File: config.mk
export PLATFORM = sky130hd
export DESIGN_NAME = quicksort_engine
export DESIGN_NICKNAME = d
export VERILOG_FILES = /design/src/hdl/qs_pkg.sv /design/src/hdl/qs_ram.sv /design/src/hdl/quicksort_engine.sv
export SDC_FILE = /design/constraint.sdc
export NUM_CORES = 2
export LEC_CHECK = 0
export BUFFER_PORTS_ARGS = -buffer_cell sky130_fd_sc_hd__buf_2
export CAP_MARGIN = 20
export CORE_UTILIZATION = 40
export CTS_BUF_LIST = sky130_fd_sc_hd__clkbuf_16
export CTS_CLUSTER_SIZE = 14
export DETAILED_ROUTE_END_ITERATION = 16
export GPL_ROUTABILITY_DRIVEN = 0
export PLACE_DENSITY = 0.55
export SYNTH_ARGS = -nofsm -noshare
export SYNTH_HDL_FRONTEND = slang
export SYNTH_SLANG_ARGS = --single-unit
File: constraint.sdc
create_clock -name clk_i -period 7.4 [get_ports clk_i]
set_input_delay 1.11 -clock clk_i [delete_from_list [all_inputs] [get_ports clk_i]]
set_output_delay 1.11 -clock clk_i [all_outputs]
set_load 0.02 [all_outputs]
File: src/hdl/qs_pkg.sv
package qs_pkg;

  localparam int unsigned VALUE_W = 32;

  typedef logic signed [VALUE_W-1:0] value_t;

  typedef struct packed {
    value_t sample_value;
    logic   is_last;
  } in_item_t;

  typedef struct packed {
    value_t sorted_value;
    logic   final_flag;
    logic   overflow;
  } out_item_t;

endpackage

File: src/hdl/qs_ram.sv
module qs_ram #(
  parameter int unsigned WIDTH = 32,
  parameter int unsigned DEPTH = 64
) (
  input  logic                     clk_i,
  input  logic                     we_i,
  input  logic [$clog2(DEPTH)-1:0] waddr_i,
  input  logic [WIDTH-1:0]         wdata_i,
  input  logic [$clog2(DEPTH)-1:0] raddr_i,
  output logic [WIDTH-1:0]         rdata_o
);

  logic [WIDTH-1:0] mem_q [DEPTH];
  logic [WIDTH-1:0] rdata_q;

  always_ff @(posedge clk_i) begin
    if (we_i) begin
      mem_q[waddr_i] <= wdata_i;
    end
    rdata_q <= mem_q[raddr_i];
  end

  assign rdata_o = rdata_q;

endmodule

File: src/hdl/quicksort_engine.sv
// Load: one item per cycle into the element store; in_stall_o stays low while loading.
// Sort: Lomuto partition with the last element of a range as pivot, on one
//   store with one write and one read port, and one shared compare; each scanned
//   element is read and compared, and each swap reads and writes the store.
// Emit: stalls hold a result; the next set is taken after the final result leaves.
// Reset: state, counts and flags clear at once; store and range stack hold no reset.
module quicksort_engine
  import qs_pkg::*;
#(
  parameter int unsigned MAX_ELEMENTS = 64
) (
  input  logic      clk_i,
  input  logic      rst_ni,
  input  logic      in_valid_i,
  output logic      in_stall_o,
  input  in_item_t  in_data_i,
  output logic      out_valid_o,
  input  logic      out_stall_i,
  output out_item_t out_data_o
);

  localparam int unsigned AW = $clog2(MAX_ELEMENTS);
  localparam int unsigned CW = $clog2(MAX_ELEMENTS + 1);
  localparam int unsigned SW = 2 * AW;

  typedef enum logic [3:0] {
    S_LOAD,
    S_RDPIV,
    S_PIV,
    S_RDJ,
    S_CMPJ,
    S_RDI,
    S_WRJ,
    S_FRDI,
    S_FWRH,
    S_POP,
    S_POPW,
    S_ERD,
    S_ELD,
    S_EHOLD
  } state_e;

  state_e state_q, state_d;
  logic [CW-1:0] count_q, count_d;
  logic dropped_q, dropped_d;
  logic [AW-1:0] lo_q, lo_d, hi_q, hi_d, i_q, i_d, j_q, j_d, k_q, k_d;
  logic [AW-1:0] sp_q, sp_d;
  value_t pivot_q, pivot_d, aj_q, aj_d, tmp_q, tmp_d;
  logic out_valid_q, out_valid_d;
  out_item_t out_q, out_d;

  logic          e_we;
  logic [AW-1:0] e_waddr, e_raddr;
  value_t        e_wdata, e_rdata;
  logic          s_we;
  logic [AW-1:0] s_raddr;
  logic [SW-1:0] s_wdata, s_rdata;

  logic          full;
  logic [CW-1:0] new_count;
  logic [AW-1:0] last_idx;
  logic          left_small, push_right, push_left;

  qs_ram #(.WIDTH(VALUE_W), .DEPTH(MAX_ELEMENTS)) u_store (
    .clk_i  (clk_i),
    .we_i   (e_we),
    .waddr_i(e_waddr),
    .wdata_i(e_wdata),
    .raddr_i(e_raddr),
    .rdata_o(e_rdata)
  );

  qs_ram #(.WIDTH(SW), .DEPTH(MAX_ELEMENTS)) u_stack (
    .clk_i  (clk_i),
    .we_i   (s_we),
    .waddr_i(sp_q),
    .wdata_i(s_wdata),
    .raddr_i(s_raddr),
    .rdata_o(s_rdata)
  );

  assign full       = (count_q == CW'(MAX_ELEMENTS));
  assign new_count  = full ? count_q : count_q + CW'(1);
  assign last_idx   = AW'(count_q - CW'(1));
  assign left_small = (i_q - lo_q) < (hi_q - i_q);
  assign push_right = ({1'b0, i_q} + (AW+1)'(1)) < {1'b0, hi_q};
  assign push_left  = ({1'b0, lo_q} + (AW+1)'(1)) < {1'b0, i_q};
  assign s_wdata    = left_small ? {i_q + AW'(1), hi_q} : {lo_q, i_q - AW'(1)};
  assign s_raddr    = sp_q - AW'(1);

  always_comb begin
    e_we    = 1'b0;
    e_waddr = i_q;
    e_wdata = aj_q;
    e_raddr = '0;
    case (state_q)
      S_LOAD: begin
        e_we    = in_valid_i && !full;
        e_waddr = count_q[AW-1:0];
        e_wdata = in_data_i.sample_value;
      end
      S_RDPIV: e_raddr = hi_q;
      S_RDJ:   e_raddr = (j_q == hi_q) ? i_q : j_q;
      S_CMPJ:  e_raddr = i_q;
      S_RDI: begin
        e_we    = 1'b1;
        e_waddr = i_q;
        e_wdata = aj_q;
      end
      S_WRJ: begin
        e_we    = 1'b1;
        e_waddr = j_q;
        e_wdata = tmp_q;
      end
      S_FRDI: begin
        e_we    = 1'b1;
        e_waddr = i_q;
        e_wdata = pivot_q;
      end
      S_FWRH: begin
        e_we    = 1'b1;
        e_waddr = hi_q;
        e_wdata = tmp_q;
      end
      S_ERD:   e_raddr = k_q;
      S_EHOLD: e_raddr = k_q + AW'(1);
      default: e_raddr = '0;
    endcase
  end

  always_comb begin
    state_d     = state_q;
    count_d     = count_q;
    dropped_d   = dropped_q;
    lo_d        = lo_q;
    hi_d        = hi_q;
    i_d         = i_q;
    j_d         = j_q;
    k_d         = k_q;
    sp_d        = sp_q;
    pivot_d     = pivot_q;
    aj_d        = aj_q;
    tmp_d       = tmp_q;
    out_valid_d = out_valid_q;
    out_d       = out_q;
    s_we        = 1'b0;
    case (state_q)
      S_LOAD: begin
        if (in_valid_i) begin
          count_d = new_count;
          if (full) begin
            dropped_d = 1'b1;
          end
          if (in_data_i.is_last) begin
            lo_d = '0;
            hi_d = AW'(new_count - CW'(1));
            sp_d = '0;
            k_d  = '0;
            state_d = (new_count >= CW'(2)) ? S_RDPIV : S_ERD;
          end
        end
      end
      S_RDPIV: state_d = S_PIV;
      S_PIV: begin
        pivot_d = e_rdata;
        i_d     = lo_q;
        j_d     = lo_q;
        state_d = S_RDJ;
      end
      S_RDJ: state_d = (j_q == hi_q) ? S_FRDI : S_CMPJ;
      S_CMPJ: begin
        if (e_rdata <= pivot_q) begin
          if (i_q == j_q) begin
            i_d     = i_q + AW'(1);
            j_d     = j_q + AW'(1);
            state_d = S_RDJ;
          end else begin
            aj_d    = e_rdata;
            state_d = S_RDI;
          end
        end else begin
          j_d     = j_q + AW'(1);
          state_d = S_RDJ;
        end
      end
      S_RDI: begin
        tmp_d   = e_rdata;
        state_d = S_WRJ;
      end
      S_WRJ: begin
        i_d     = i_q + AW'(1);
        j_d     = j_q + AW'(1);
        state_d = S_RDJ;
      end
      S_FRDI: begin
        tmp_d   = e_rdata;
        state_d = S_FWRH;
      end
      S_FWRH: begin
        if (left_small) begin
          s_we    = push_right;
          hi_d    = i_q - AW'(1);
          state_d = push_left ? S_RDPIV : S_POP;
          if (push_right) begin
            sp_d = sp_q + AW'(1);
          end
        end else begin
          s_we    = push_left;
          lo_d    = i_q + AW'(1);
          state_d = push_right ? S_RDPIV : S_POP;
          if (push_left) begin
            sp_d = sp_q + AW'(1);
          end
        end
      end
      S_POP: begin
        if (sp_q == '0) begin
          state_d = S_ERD;
        end else begin
          sp_d    = sp_q - AW'(1);
          state_d = S_POPW;
        end
      end
      S_POPW: begin
        lo_d    = s_rdata[SW-1:AW];
        hi_d    = s_rdata[AW-1:0];
        state_d = S_RDPIV;
      end
      S_ERD: state_d = S_ELD;
      S_ELD: begin
        out_d.sorted_value = e_rdata;
        out_d.final_flag   = (k_q == last_idx);
        out_d.overflow     = dropped_q;
        out_valid_d        = 1'b1;
        state_d            = S_EHOLD;
      end
      S_EHOLD: begin
        if (!out_stall_i) begin
          out_valid_d = 1'b0;
          if (out_q.final_flag) begin
            count_d   = '0;
            dropped_d = 1'b0;
            k_d       = '0;
            state_d   = S_LOAD;
          end else begin
            k_d     = k_q + AW'(1);
            state_d = S_ELD;
          end
        end
      end
      default: state_d = S_LOAD;
    endcase
  end

  always_ff @(posedge clk_i or negedge rst_ni) begin
    if (!rst_ni) begin
      state_q     <= S_LOAD;
      count_q     <= '0;
      dropped_q   <= 1'b0;
      sp_q        <= '0;
      k_q         <= '0;
      out_valid_q <= 1'b0;
      out_q       <= '0;
    end else begin
      state_q     <= state_d;
      count_q     <= count_d;
      dropped_q   <= dropped_d;
      sp_q        <= sp_d;
      k_q         <= k_d;
      out_valid_q <= out_valid_d;
      out_q       <= out_d;
    end
  end

  always_ff @(posedge clk_i) begin
    lo_q    <= lo_d;
    hi_q    <= hi_d;
    i_q     <= i_d;
    j_q     <= j_d;
    pivot_q <= pivot_d;
    aj_q    <= aj_d;
    tmp_q   <= tmp_d;
  end

  assign in_stall_o  = (state_q != S_LOAD);
  assign out_valid_o = out_valid_q;
  assign out_data_o  = out_q;

  a_no_load_while_emit: assert property (@(posedge clk_i) disable iff (!rst_ni)
    !in_stall_o |-> !out_valid_o)
    else $error("result pending while accepting items");

  a_count_bound: assert property (@(posedge clk_i) disable iff (!rst_ni)
    count_q <= CW'(MAX_ELEMENTS))
    else $error("element count beyond store size");

  a_final_returns_to_load: assert property (@(posedge clk_i) disable iff (!rst_ni)
    out_valid_o && !out_stall_i && out_data_o.final_flag |=> !in_stall_o && count_q == '0)
    else $error("engine did not return to load after final result");

  a_scan_order: assert property (@(posedge clk_i) disable iff (!rst_ni)
    (state_q == S_CMPJ || state_q == S_RDI || state_q == S_WRJ) |->
      (i_q <= j_q && j_q < hi_q && lo_q <= i_q))
    else $error("partition pointers out of order");

endmodule

==> flow_metrics.py <==
metrics = {
    "run_status": {
        "status": "complete, no violations",
    },
    "cts": {
        "cts_buffers": 324,
        "hold_buffers": 0,
        "clock_path_buffers": 4,
        "clk_latency_ns": 0.95,
        "clkSlewWorstSetupHoldPaths_ns": 0.06,
        "postCtsSetupRepairBufs": 0,
        "cts_tree": "built",
        "cts_root_buf": "clkbuf_16",
        "ctsResizeCount": 0,
        "htree_levels": 5,
        "cts_num_sinks": 3039,
    },
    "synth": {
        "netlist_area_mm2": 0.122,
        "syn_area_per_cell_um2": 15.6,
        "ys_ff_latch": 3039,
        "yosysUniqueCellTypes": 84,
        "yosysWarnings": 0,
        "synth_edf_count": 2936,
        "syn_inst": 7826,
        "ys_async_sr_fraction": 0.0194,
        "yosysSeqAreaShare": 0.742,
        "synth_fp_nets": 7936,
        "ys.flop_type": "edfxtp_1",
    },
    "routing": {
        "vias": 73100,
        "first_iter_violations": 9734,
        "wl_um": 382000,
        "drc_errors": 0,
        "routedWlPerCell_um": 31.1,
        "routed_via_density": 5.96,
        "ant_nets": 0,
        "dr.pass1.iters": 6,
    },
    "layout": {
        "n_fill_cell": 25900,
        "final_util": 0.461,
        "layout-drive-gt1-share": 0.151,
        "nets": 8133,
        "design_area_mm2": 0.140,
        "area_growth_pct": 14.4,
    },
    "run": {
        "cap_viol_max_count": 0,
    },
    "sta": {
        "period_minus_slack_ns": 5.80,
        "fin_crit_sh": 0.784,
        "finalSetupViolCount": 0,
        "worst_clock_skew_ns": 0.127,
        "tns_ns": 0,
        "finalHoldViolCount": 0,
        "relSlewSlack": 0.137,
        "worstMarginPinSlew_ns": 1.29,
        "slew_violations": 0,
        "rsz0062_at_grt": "no",
        "fmax_ghz": 0.172,
    },
    "power": {
        "cellLeakagePower_nw": 46.6,
        "p_per_area_mw_per_mm2": 525,
        "totalPowerFinal_mw": 73.3,
        "ir_drop_mv": 0.958,
    },
    "critical_path": {
        "cp.required_ns": 7.94,
        "crit_family": "simple AND/OR/NAND/NOR gates",
        "ff2ff_setup_slack_ns": 1.60,
        "cp.arrival_ns": 6.34,
        "worstSetupStartpointType": "flop",
        "crit_path_frequent_cell": "nand2b_1",
        "critPathMaxFanout": 20,
        "worst-path-buf-inv": 1,
        "slowest_delay_ns": 1.02,
        "critical_path_class": "reg -> reg",
        "crit_path_end_kind": "flop",
        "cp_slowest_cell": "a221oi_1",
        "path_cells": "nand2b_1 -> nand2b_1 -> o21ai_0 -> a221oi_1 -> nand3_1 -> nor2_4 -> buf_4",
    },
    "floorplan": {
        "die-area_mm2": 0.307,
        "initial_utilization": 0.403,
        "die_h_um": 554,
        "core_mm2": 0.303,
        "pin_count": 73,
        "die_w_um": 554,
        "num_rows": 202,
    },
    "placement": {
        "dp_hpwl_um": 232000,
        "portBuffers": 72,
        "placed_area_mm2": 0.129,
    },
    "global_route": {
        "gr-total-overflow": 0,
        "track_usage": 0.243,
        "grt_pass1_wl_um": 537000,
        "grt_pass1_vias": 70000,
        "grt_max_degree": 141,
        "antenna_found_initial": 42,
    },
    "hold_path": {
        "min_path_type": "in -> async",
    },
}
==> per-layer routing <==
| layer | share of wire | track usage | vias to the layer above |
|---|---|---|---|
| li1 | - | - | 31100 |
| met1 | 0.40 | 0.330 | 37600 |
| met2 | 0.47 | 0.391 | 3725 |
| met3 | 0.083 | 0.0369 | 713 |
| met4 | 0.045 | 0.0996 | 10 |
| met5 | 0.00017 | 0 | - |
==> worst register-to-register path, cell delays in order (launching register included) <==
cell,delay [ns]
dfrtp_1,0.76
nand2b_1,0.44
nand2b_1,0.77
o21ai_0,0.16
a221oi_1,1.02
nand3_1,0.98
nor2_4,0.84
buf_4,0.44
==> flip-flops by register name (all words and copies together), names as in the netlist, 7 cells and up <==
| name | flops |
|---|---|
| pivot_q | 32 |
| count_q | 7 |
| out_data_o | 34 |
| u_store.rdata_o | 32 |
| u_stack.mem_q | 768 |
| u_stack.rdata_o | 12 |
| u_store.mem_q | 2048 |
| aj_q | 32 |
| tmp_q | 32 |
==> per-stage QoR <==
step / hold slack, ns / instances / setup slack, ns
after detailed placement: 0.459 / 11700 / 1.70
after floorplan: 0.443 / 7826 / 1.59
after CTS: 0.391 / 12200 / 1.65
after global placement: 0.455 / 11600 / 1.13
final: 0.420 / 12300 / 1.60
after global routing: 0.453 / 12300 / 1.40
==> cell usage after synthesis, types with 22 or more instances <==
library cell  count  area, um2
a211oi_1        139       1040
a21o_1           23        173
a21oi_1         280       1400
a222oi_1         37        370
a22oi_1          96        721
a311oi_1         62        543
a31oi_1         220       1380
a32oi_1          73        639
and4_1           29        254
buf_1            52        195
buf_2           153        766
buf_4            45        338
clkbuf_1        239        897
dfrtp_1          59       1480
dfxtp_1          44        881
edfxtp_1       2936      88200
ha_1             71        888
inv_1           145        544
mux2i_1         282       2820
mux4_2          262       5900
nand2_1        1230       4620
nand3_1         396       1980
nand4_1          65        407
nor2_1          242        908
nor3_1           75        375
o211ai_1         39        293
o21ai_0         129        646
o22ai_1          28        175
xnor2_1          38        333
xor2_1           22        193
==> where the power goes <==
| group | leakage (nW) | internal, mW | total (mW) | switching [mW] |
|---|---|---|---|---|
| combinational | 13.6 | 7.92 | 30.7 | 22.8 |
| sequential | 27.6 | 25.8 | 26.7 | 0.896 |
| clock | 5.37 | 9.00 | 15.9 | 6.91 |
==> placed cells by master, fill, tap and decap left out, drive strengths merged, types with 44 or more instances in the layout <==
master and instances:
nand4 65, a211oi 139, a31oi 220, nand3 397, mux4 262, clkbuf 329
a21oi 281, a311oi 62, a32oi 74, dfxtp 44, inv 236, buf 368
nand2 1230, clkinv 147, a22oi 96, edfxtp 2936, mux2i 282, nor3 75
o21ai 130, dfrtp 59, nor2 244, ha 71
==> logic make-up (layout without fill, tap and decap cells) <==
group / count (synthesis) / after routing / share of synthesized area
muxes: 563 / 563 / 0.0732
buffers and inverters: 649 / 1115 / 0.0236
AOI/OAI and AO/OA: 1299 / 1299 / 0.0732
adders and majority gates: 73 / 73 / 0.00761
and+or+nand+nor: 2143 / 2143 / 0.0763
DFF: 3039 / 3039 / 0.742
other: 0 / 11 / 0
xor gates and xnor gates: 60 / 60 / 0.00431
==> final timing paths <==
| kind | from | endpoint | cells after the start |
|---|---|---|---|
| worst min-delay path | rst_ni | out_data_o[14]$_DFFE_PN0P_ | 2 |
| min in group clk_i | out_data_o[22]$_DFFE_PN0P_ | out_data_o[22]$_DFFE_PN0P_ | 2 |
| worst max register to register | state_q[2]$_DFFE_PN0P_ | u_store.mem_q[31][28]$_DFFE_PP_ | 7 |
| worst max-delay path | state_q[2]$_DFFE_PN0P_ | u_store.mem_q[31][28]$_DFFE_PP_ | 7 |
| max in group asynchronous | rst_ni | sp_q[0]$_DFFE_PN0P_ | 2 |
| worst min register to register | out_data_o[22]$_DFFE_PN0P_ | out_data_o[22]$_DFFE_PN0P_ | 2 |
==> final cells by class <==
cell class              count  area [um2]  share of cell area
multi-input cells        4138       29900               0.214
inverters                 148         556             0.00398
flip-flops and latches   3039       90500               0.648
clock buffers             325        8130              0.0583
well taps                3978        4980              0.0357
repair buffers            372        3230              0.0231
clock inverters           270        2270              0.0163
diodes                     11        27.5            0.000197
(Power assumes the default switching activity.)
